--- config.mk ---
export PLATFORM = sky130hd
export DESIGN_NAME = history_ring_buffer_top
export DESIGN_NICKNAME = d
export VERILOG_FILES = /design/src/rtl/hrb_pkg.sv /design/src/rtl/history_ring_buffer_top.sv /design/src/rtl/hrb_mem.sv /design/src/rtl/hrb_ctrl.sv
export SDC_FILE = /design/constraint.sdc
export NUM_CORES = 1
export LEC_CHECK = 0
export BUFFER_PORTS_ARGS = -buffer_cell sky130_fd_sc_hd__buf_2
export CORE_AREA = 8 8 219 221
export CTS_CLUSTER_SIZE = 12
export DETAILED_ROUTE_END_ITERATION = 8
export DIE_AREA = 0 0 227 229
export GPL_ROUTABILITY_DRIVEN = 0
export PLACE_DENSITY = 0.84
export SLEW_MARGIN = 20
export SYNTH_ARGS = -nofsm -noshare
export SYNTH_HDL_FRONTEND = slang
export SYNTH_SLANG_ARGS = --single-unit
--- constraint.sdc ---
create_clock -name clk -period 5.9 [get_ports clk]
set_input_delay 0.59 -clock clk [delete_from_list [all_inputs] [get_ports clk]]
set_output_delay 0.59 -clock clk [all_outputs]
set_load 0.005 [all_outputs]
--- src/rtl/hrb_pkg.sv ---
// Shared types and command codes for the history ring buffer.
package hrb_pkg;

    localparam logic [2:0] OP_PUSH        = 3'd0;
    localparam logic [2:0] OP_PUSH_UNIQUE = 3'd1;
    localparam logic [2:0] OP_STEP_OLDER  = 3'd2;
    localparam logic [2:0] OP_STEP_NEWER  = 3'd3;
    localparam logic [2:0] OP_RESET_CUR   = 3'd4;
    localparam logic [2:0] OP_CONTAINS    = 3'd5;

    localparam int RESULT_W = 32;

    typedef enum logic [2:0] {
        ST_IDLE,
        ST_EXEC,
        ST_SEARCH,
        ST_SHIFT,
        ST_RESP
    } hrb_state_t;

    typedef struct packed {
        logic done;
        logic valid;
        logic present;
    } hrb_resp_t;

endpackage

--- src/rtl/history_ring_buffer_top.sv ---
// History ring buffer with browse cursor and move-to-front unique push.
// Sequence: push, step and reset cursor pass through the execute and response states;
// contains and unique push add a scan of the filled slots (one compare per cycle),
// and a unique push hit adds a gap-closing shift through the store's ports.
// Throughput: one word at a time; a new start is taken in the cycle after done.
// Reset: rst_n clears the ring to empty with the cursor parked; store contents are not cleared.
module history_ring_buffer_top #(
    parameter int DEPTH       = 16,
    parameter int ENTRY_WIDTH = 32,
    localparam int AW         = $clog2(DEPTH),
    localparam int CW         = $clog2(DEPTH + 1),
    localparam int SW         = (ENTRY_WIDTH < hrb_pkg::RESULT_W) ? ENTRY_WIDTH
                                                                  : hrb_pkg::RESULT_W
) (
    input  logic          clk,
    input  logic          rst_n,
    input  logic          start,
    output logic          busy,
    input  logic [2:0]    op,
    input  logic [31:0]   entry_value,
    output logic          done,
    output logic [31:0]   read_value,
    output logic          read_valid,
    output logic [CW-1:0] cursor_count,
    output logic          is_present
);

    hrb_pkg::hrb_resp_t resp;
    logic          mem_we;
    logic [AW-1:0] mem_waddr;
    logic [SW-1:0] mem_wdata;
    logic          mem_re;
    logic [AW-1:0] mem_raddr;
    logic [SW-1:0] mem_rdata;

    hrb_ctrl #(
        .DEPTH  (DEPTH),
        .DATA_W (SW)
    ) u_ctrl (
        .clk         (clk),
        .rst_n       (rst_n),
        .start       (start),
        .op          (op),
        .value       (entry_value[SW-1:0]),
        .busy        (busy),
        .resp        (resp),
        .older_count (cursor_count),
        .mem_we      (mem_we),
        .mem_waddr   (mem_waddr),
        .mem_wdata   (mem_wdata),
        .mem_re      (mem_re),
        .mem_raddr   (mem_raddr),
        .mem_rdata   (mem_rdata)
    );

    hrb_mem #(
        .DEPTH  (DEPTH),
        .DATA_W (SW)
    ) u_mem (
        .clk     (clk),
        .wr_en   (mem_we),
        .wr_addr (mem_waddr),
        .wr_data (mem_wdata),
        .rd_en   (mem_re),
        .rd_addr (mem_raddr),
        .rd_data (mem_rdata)
    );

    assign done       = resp.done;
    assign read_valid = resp.done && resp.valid;
    assign is_present = resp.done && resp.present;
    assign read_value = read_valid ? 32'(mem_rdata) : '0;

endmodule

--- src/rtl/hrb_mem.sv ---
// Entry store: one write port, one read port with registered read data.
module hrb_mem #(
    parameter int DEPTH  = 16,
    parameter int DATA_W = 32
) (
    input  logic                     clk,
    input  logic                     wr_en,
    input  logic [$clog2(DEPTH)-1:0] wr_addr,
    input  logic [DATA_W-1:0]        wr_data,
    input  logic                     rd_en,
    input  logic [$clog2(DEPTH)-1:0] rd_addr,
    output logic [DATA_W-1:0]        rd_data
);

    logic [DATA_W-1:0] mem [DEPTH];
    logic [DATA_W-1:0] rd_data_reg;

    always_ff @(posedge clk)
    begin
        if (wr_en)
        begin
            mem[wr_addr] <= wr_data;
        end
    end

    always_ff @(posedge clk)
    begin
        if (rd_en)
        begin
            rd_data_reg <= mem[rd_addr];
        end
    end

    assign rd_data = rd_data_reg;

endmodule

--- src/rtl/hrb_ctrl.sv ---
// Sequencer: ring pointers, cursor, sequential search and gap-closing shift.
module hrb_ctrl #(
    parameter int DEPTH  = 16,
    parameter int DATA_W = 32,
    localparam int AW    = $clog2(DEPTH),
    localparam int CW    = $clog2(DEPTH + 1)
) (
    input  logic              clk,
    input  logic              rst_n,
    input  logic              start,
    input  logic [2:0]        op,
    input  logic [DATA_W-1:0] value,
    output logic              busy,
    output hrb_pkg::hrb_resp_t resp,
    output logic [CW-1:0]     older_count,
    output logic              mem_we,
    output logic [AW-1:0]     mem_waddr,
    output logic [DATA_W-1:0] mem_wdata,
    output logic              mem_re,
    output logic [AW-1:0]     mem_raddr,
    input  logic [DATA_W-1:0] mem_rdata
);

    hrb_pkg::hrb_state_t state_reg, state_next;
    logic [2:0]        op_reg, op_next;
    logic [DATA_W-1:0] val_reg, val_next;
    logic [CW-1:0]     fill_reg, fill_next;
    logic [AW-1:0]     wpos_reg, wpos_next;
    logic [AW-1:0]     cpos_reg, cpos_next;
    logic [CW-1:0]     older_reg, older_next;
    logic [CW-1:0]     scan_reg, scan_next;
    logic              pend_reg, pend_next;
    logic [AW-1:0]     rdp_reg, rdp_next;
    logic [AW-1:0]     wrp_reg, wrp_next;
    logic [AW-1:0]     rem_reg, rem_next;
    logic              down_reg, down_next;
    logic              ok_reg, ok_next;
    logic              present_reg, present_next;

    logic              do_push;
    logic              not_full;
    logic              issue;
    logic              match;
    logic [AW-1:0]     hit;
    logic [CW-1:0]     fill_dec;
    logic [CW-1:0]     scan_dec;
    logic [AW-1:0]     cpos_step;

    function automatic logic [AW-1:0] adv(input logic [AW-1:0] pos);
        logic [AW-1:0] r;
        if (pos == AW'(DEPTH - 1))
        begin
            r = '0;
        end
        else
        begin
            r = pos + 1'b1;
        end
        return r;
    endfunction

    assign not_full = (fill_reg < CW'(DEPTH));
    assign fill_dec = fill_reg - 1'b1;
    assign scan_dec = scan_reg - 1'b1;
    assign hit      = scan_dec[AW-1:0];
    assign match    = pend_reg && (mem_rdata == val_reg);

    always_ff @(posedge clk or negedge rst_n)
    begin
        if (!rst_n)
        begin
            state_reg   <= hrb_pkg::ST_IDLE;
            op_reg      <= '0;
            fill_reg    <= '0;
            wpos_reg    <= '0;
            cpos_reg    <= '0;
            older_reg   <= '0;
            scan_reg    <= '0;
            pend_reg    <= 1'b0;
            rem_reg     <= '0;
            down_reg    <= 1'b0;
            ok_reg      <= 1'b0;
            present_reg <= 1'b0;
        end
        else
        begin
            state_reg   <= state_next;
            op_reg      <= op_next;
            fill_reg    <= fill_next;
            wpos_reg    <= wpos_next;
            cpos_reg    <= cpos_next;
            older_reg   <= older_next;
            scan_reg    <= scan_next;
            pend_reg    <= pend_next;
            rem_reg     <= rem_next;
            down_reg    <= down_next;
            ok_reg      <= ok_next;
            present_reg <= present_next;
        end
    end

    // datapath registers, no reset needed
    always_ff @(posedge clk)
    begin
        val_reg <= val_next;
        rdp_reg <= rdp_next;
        wrp_reg <= wrp_next;
    end

    always_comb
    begin
        state_next   = state_reg;
        op_next      = op_reg;
        val_next     = val_reg;
        fill_next    = fill_reg;
        wpos_next    = wpos_reg;
        cpos_next    = cpos_reg;
        older_next   = older_reg;
        scan_next    = scan_reg;
        pend_next    = pend_reg;
        rdp_next     = rdp_reg;
        wrp_next     = wrp_reg;
        rem_next     = rem_reg;
        down_next    = down_reg;
        ok_next      = ok_reg;
        present_next = present_reg;
        do_push      = 1'b0;
        issue        = 1'b0;
        cpos_step    = cpos_reg;
        mem_we       = 1'b0;
        mem_waddr    = wpos_reg;
        mem_wdata    = val_reg;
        mem_re       = 1'b0;
        mem_raddr    = scan_reg[AW-1:0];

        unique case (state_reg)
            hrb_pkg::ST_IDLE:
            begin
                if (start)
                begin
                    op_next      = op;
                    val_next     = value;
                    ok_next      = 1'b0;
                    present_next = 1'b0;
                    scan_next    = '0;
                    pend_next    = 1'b0;
                    state_next   = hrb_pkg::ST_EXEC;
                end
            end

            hrb_pkg::ST_EXEC:
            begin
                state_next = hrb_pkg::ST_RESP;
                unique case (op_reg) inside
                    hrb_pkg::OP_PUSH:
                    begin
                        do_push = 1'b1;
                    end
                    hrb_pkg::OP_PUSH_UNIQUE, hrb_pkg::OP_CONTAINS:
                    begin
                        state_next = hrb_pkg::ST_SEARCH;
                    end
                    hrb_pkg::OP_STEP_OLDER:
                    begin
                        if (older_reg != '0)
                        begin
                            // wrap to the highest filled slot
                            cpos_step  = (cpos_reg == '0) ? fill_dec[AW-1:0]
                                                           : cpos_reg - 1'b1;
                            cpos_next  = cpos_step;
                            older_next = older_reg - 1'b1;
                            mem_re     = 1'b1;
                            mem_raddr  = cpos_step;
                            ok_next    = 1'b1;
                        end
                    end
                    hrb_pkg::OP_STEP_NEWER:
                    begin
                        if (({1'b0, older_reg} + 1'b1) < {1'b0, fill_reg})
                        begin
                            cpos_step  = adv(cpos_reg);
                            cpos_next  = cpos_step;
                            older_next = older_reg + 1'b1;
                            mem_re     = 1'b1;
                            mem_raddr  = cpos_step;
                            ok_next    = 1'b1;
                        end
                    end
                    hrb_pkg::OP_RESET_CUR:
                    begin
                        cpos_next  = wpos_reg;
                        older_next = fill_reg;
                    end
                    default:
                    begin
                    end
                endcase
            end

            hrb_pkg::ST_SEARCH:
            begin
                // read slot scan, compare it in the next cycle
                issue     = (scan_reg < fill_reg);
                mem_re    = issue;
                mem_raddr = scan_reg[AW-1:0];
                if (match)
                begin
                    if (op_reg == hrb_pkg::OP_CONTAINS)
                    begin
                        present_next = 1'b1;
                        state_next   = hrb_pkg::ST_RESP;
                    end
                    else if (hit == wpos_reg)
                    begin
                        do_push    = 1'b1;
                        state_next = hrb_pkg::ST_RESP;
                    end
                    else if (hit < wpos_reg)
                    begin
                        down_next  = 1'b0;
                        rdp_next   = hit + 1'b1;
                        wrp_next   = hit;
                        rem_next   = wpos_reg - hit - 1'b1;
                        pend_next  = 1'b0;
                        state_next = hrb_pkg::ST_SHIFT;
                    end
                    else
                    begin
                        down_next  = 1'b1;
                        rdp_next   = hit - 1'b1;
                        wrp_next   = hit;
                        rem_next   = hit - wpos_reg;
                        pend_next  = 1'b0;
                        state_next = hrb_pkg::ST_SHIFT;
                    end
                end
                else if (!issue)
                begin
                    do_push    = (op_reg == hrb_pkg::OP_PUSH_UNIQUE);
                    state_next = hrb_pkg::ST_RESP;
                end
                else
                begin
                    scan_next = scan_reg + 1'b1;
                    pend_next = 1'b1;
                end
            end

            hrb_pkg::ST_SHIFT:
            begin
                // read neighbor ahead, write it back one slot behind
                issue     = (rem_reg != '0);
                mem_re    = issue;
                mem_raddr = rdp_reg;
                pend_next = issue;
                if (issue)
                begin
                    rdp_next = down_reg ? rdp_reg - 1'b1 : rdp_reg + 1'b1;
                    rem_next = rem_reg - 1'b1;
                end
                if (pend_reg)
                begin
                    mem_we    = 1'b1;
                    mem_waddr = wrp_reg;
                    mem_wdata = mem_rdata;
                    wrp_next  = down_reg ? wrp_reg - 1'b1 : wrp_reg + 1'b1;
                end
                else if (!issue)
                begin
                    mem_we     = 1'b1;
                    mem_waddr  = wrp_reg;
                    mem_wdata  = val_reg;
                    cpos_next  = down_reg ? adv(wpos_reg) : wpos_reg;
                    wpos_next  = down_reg ? adv(wpos_reg) : wpos_reg;
                    older_next = fill_reg;
                    state_next = hrb_pkg::ST_RESP;
                end
            end

            hrb_pkg::ST_RESP:
            begin
                state_next = hrb_pkg::ST_IDLE;
            end

            default:
            begin
                state_next = hrb_pkg::ST_IDLE;
            end
        endcase

        if (do_push)
        begin
            mem_we     = 1'b1;
            mem_waddr  = wpos_reg;
            mem_wdata  = val_reg;
            fill_next  = not_full ? fill_reg + 1'b1 : fill_reg;
            wpos_next  = adv(wpos_reg);
            cpos_next  = adv(wpos_reg);
            older_next = not_full ? fill_reg + 1'b1 : fill_reg;
        end
    end

    assign busy         = (state_reg != hrb_pkg::ST_IDLE);
    assign resp.done    = (state_reg == hrb_pkg::ST_RESP);
    assign resp.valid   = ok_reg;
    assign resp.present = present_reg;
    assign older_count  = older_reg;

endmodule

==> results.py <==
metrics = {
    "clock_tree": {
        "ctsResizeCount": 0,
        "clockBufferDepth": 3,
        "cts_tree": "yes",
        "hold_buffers": 0,
        "numCtsBuffers": 66,
        "post_cts_buffers": 0,
        "clock-root-buffer": "clkbuf_16",
        "worstSkewPairLatency_ps": 600,
        "clk_pin_slew_worst_paths_ps": 60,
        "clock-sinks": 621,
        "htree_levels": 3,
    },
    "floorplan": {
        "fp.dieArea_sq_um": 52000,
        "coreArea_sq_um": 44700,
        "chipHeight_um": 229,
        "die_w_um": 227,
        "floorplan.rows": 78,
        "io_pins": 79,
        "start_util": 0.607,
    },
    "finish": {
        "diodes": 0,
        "nFillCells": 2989,
        "stdcell_count": 2594,
        "multiInputGateArea_sq_um": 8140,
        "largest_register_ffs": 512,
        "nets": 2037,
        "drive_gt1_frac": 0.154,
        "area_delta_synth_final_pct": 10.7,
        "final-seq-area_sq_um": 18500,
    },
    "timing": {
        "setup_ws_ps": 1030,
        "skew_ps": 24.0,
        "rsz0062_at_grt": "false",
        "finalCritPeriodShare": 0.826,
        "worst_slew_pin_slew_ps": 1200,
        "setup_violations": 0,
        "post-route-min-period_ps": 4870,
        "hold_viol_final": 0,
        "relSlewSlack": 0.199,
        "fmax_mhz": 205,
        "drv_slew": 0,
        "setup_tns_ps": 0,
    },
    "global_route": {
        "antenna_found_initial": 0,
        "grt_pass1_wl_um": 103000,
        "grt_max_degree": 224,
        "grt_pass1_vias": 17100,
        "track_usage": 0.260,
        "grt_overflow": 0,
    },
    "synth": {
        "synth_cell_types": 65,
        "ys.warnings.count": 0,
        "syn_inst": 1904,
        "synth-seq-area-share": 0.681,
        "synth-edff-count": 584,
        "ys_seq_elements": 621,
        "async_flop_share": 0.0596,
        "synth.net_count": 1979,
        "synth_ff_type": "edfxtp_1",
        "syn_avg_cell_area_sq_um": 14.2,
        "syn_area_sq_um": 27100,
    },
    "power_and_ir_drop": {
        "peakVddDrop_uv": 460,
        "power_density_nw_per_um2": 477,
        "power.share.clock": 0.264,
        "internal_power_mw": 9.34,
        "p_leak_nw": 10.1,
        "pwr-share-seq": 0.406,
        "power_frac_comb": 0.330,
        "swShare": 0.348,
        "p_switching_mw": 4.99,
    },
    "critical_path": {
        "path_class": "register to register",
        "reg2reg_from": "u_mem.rd_data[24]$_DFFE_PP_",
        "r2r_setup_slack_ps": 1030,
        "worst_setup_path_start_kind": "register",
        "worstPathMaxFanout": 20,
        "endpoint_kind": "register",
        "worstPathArrival_ps": 5150,
        "rr_worst_depth": 10,
        "critPathRequiredTime_ps": 6180,
        "r2r-end": "u_mem.mem[7][21]$_DFFE_PP_",
    },
    "drt": {
        "drc": 0,
        "viasPerCell": 6.66,
        "drt-initial-drc-count": 2237,
        "wl_per_cell_um": 26.4,
        "drtAntennaViolNets": 0,
        "firstDrtPassIters": 9,
        "routed_wirelength_um": 68600,
        "vias": 17300,
    },
    "placement": {
        "hpwl_um": 37900,
        "port_buffers": 78,
        "pre_cts_slack_ps": 1170,
        "post-place-cells": 2494,
    },
    "job": {
        "maxCapViolCount": 0,
    },
    "run_status": {
        "status": "finished clean",
    },
    "min_path": {
        "hold_path_class": "primary input to async pin",
    },
}
-- power groups by stage --
stage | combinational (mW) | sequential [mW] | clock [mW]
6_report | 4.72 | 5.81 | 3.79
5_1_grt | 5.06 | 5.85 | 3.96
4_1_cts | 4.65 | 5.80 | 3.81
3_5_place_dp | 4.59 | 5.88 | 0
3_3_place_gp | 4.46 | 5.86 | 0
2_1_floorplan | 3.44 | 5.73 | 0
-- layer usage --
metal	global-route usage	part of all wire	vias up	wire (um)
li1	-	-	7345	-
met1	0.346	0.37	8499	25600
met2	0.417	0.48	1218	32900
met3	0.0535	0.11	218	7210
met4	0.106	0.042	0	2880
met5	0	0	-	0
-- through the flow --
stage	power [mW]	utilization	area, sq um	hold slack [ps]
6_report	14.3	0.672	30000	137
2_1_floorplan	9.17	-	27100	294
4_1_cts	14.3	0.672	30000	140
3_5_place_dp	10.5	0.629	28100	483
3_3_place_gp	10.3	0.629	28100	475
5_1_grt	14.9	0.672	30000	150
-- worst max-delay path: stages, from the launching register on --
cell,delay (ps)
edfxtp_1,440
xnor2_1,540
nand4_1,310
nor3_1,240
nand4_1,410
a211oi_1,410
o21ai_0,170
nand2_1,420
a32oi_1,440
nor2_4,760
buf_4,390
-- layout make-up --
cell class	count	area share
Sequential cell	621	0.615
Multi-Input combinational cell	1133	0.271
Clock buffer	85	0.0588
Tap cell	600	0.0250
Timing Repair Buffer	108	0.0217
Clock inverter	15	0.00475
Inverter	32	0.00400
-- logic make-up after synthesis --
group                    count (synthesis)  synth area share
XOR/XNOR                                69            0.0223
multiplexers                           144            0.0566
flip-flops                             621             0.681
AND/OR/NAND/NOR                        525            0.0954
buffers and inverters                  150            0.0266
adder cells (fa/ha/maj)                 37            0.0182
AO/OA/AOI/OAI                          358             0.100
-- placed cells by master (no fill, tap or decap), types with 19 or more instances in the layout --
cell type	netlist	routed
o21ai_0	27	27
clkbuf_16	0	68
buf_4	5	27
edfxtp_1	584	584
and3_1	38	37
xnor2_1	51	51
nor2_1	55	36
ha_1	33	33
a31oi_1	70	70
a211oi_2	20	20
nor2_4	0	19
nand2_1	226	223
inv_1	32	32
o32ai_1	33	33
buf_2	34	78
a221o_1	36	36
and2_1	132	132
a21oi_1	41	40
mux2_2	66	66
a211oi_1	88	88
dfrtp_1	37	37
mux2i_1	71	71
-- cell usage after synthesis (all sizes together) (5+ instances only) --
master	n	area [sq um]
a211oi	108	911
a21o	9	67.6
a21oi	41	205
a221o	36	360
a31oi	71	450
a32oi	5	43.8
and2	134	838
and3	38	238
buf	55	365
clkbuf	63	236
dfrtp	37	926
edfxtp	584	17500
ha	33	413
inv	32	120
mux2	73	826
mux2i	71	711
nand2	226	848
nand2b	8	50.1
nand3	14	82.6
nand4	11	68.8
nor2	55	206
nor2b	10	62.6
nor3	11	55.1
nor3b	5	37.5
o21ai	29	149
o32ai	33	289
xnor2	51	447
xor2	18	158
-- worst max-delay path by stage --
| stage | endpoint | slack, ps | start | cells past startpoint |
|---|---|---|---|---|
| 6_report | u_mem.mem[7][21]$_DFFE_PP_ | 1030 | u_mem.rd_data[24]$_DFFE_PP_ | 10 |
| 5_1_grt | u_mem.mem[7][21]$_DFFE_PP_ | 800 | u_mem.rd_data[24]$_DFFE_PP_ | 10 |
| 4_1_cts | u_mem.mem[9][5]$_DFFE_PP_ | 1150 | u_ctrl.val_reg[24]$_DFFE_PP_ | 10 |
| 3_5_place_dp | u_mem.mem[9][7]$_DFFE_PP_ | 1170 | u_ctrl.val_reg[24]$_DFFE_PP_ | 10 |
| 3_3_place_gp | u_mem.mem[9][7]$_DFFE_PP_ | 1220 | u_mem.rd_data[24]$_DFFE_PP_ | 10 |
| 2_1_floorplan | u_mem.mem[13][0]$_DFFE_PP_ | 1480 | u_ctrl.scan_reg[0]$_DFFE_PN0P_ | 13 |
Note: power is estimated with default switching activity, not from simulation.
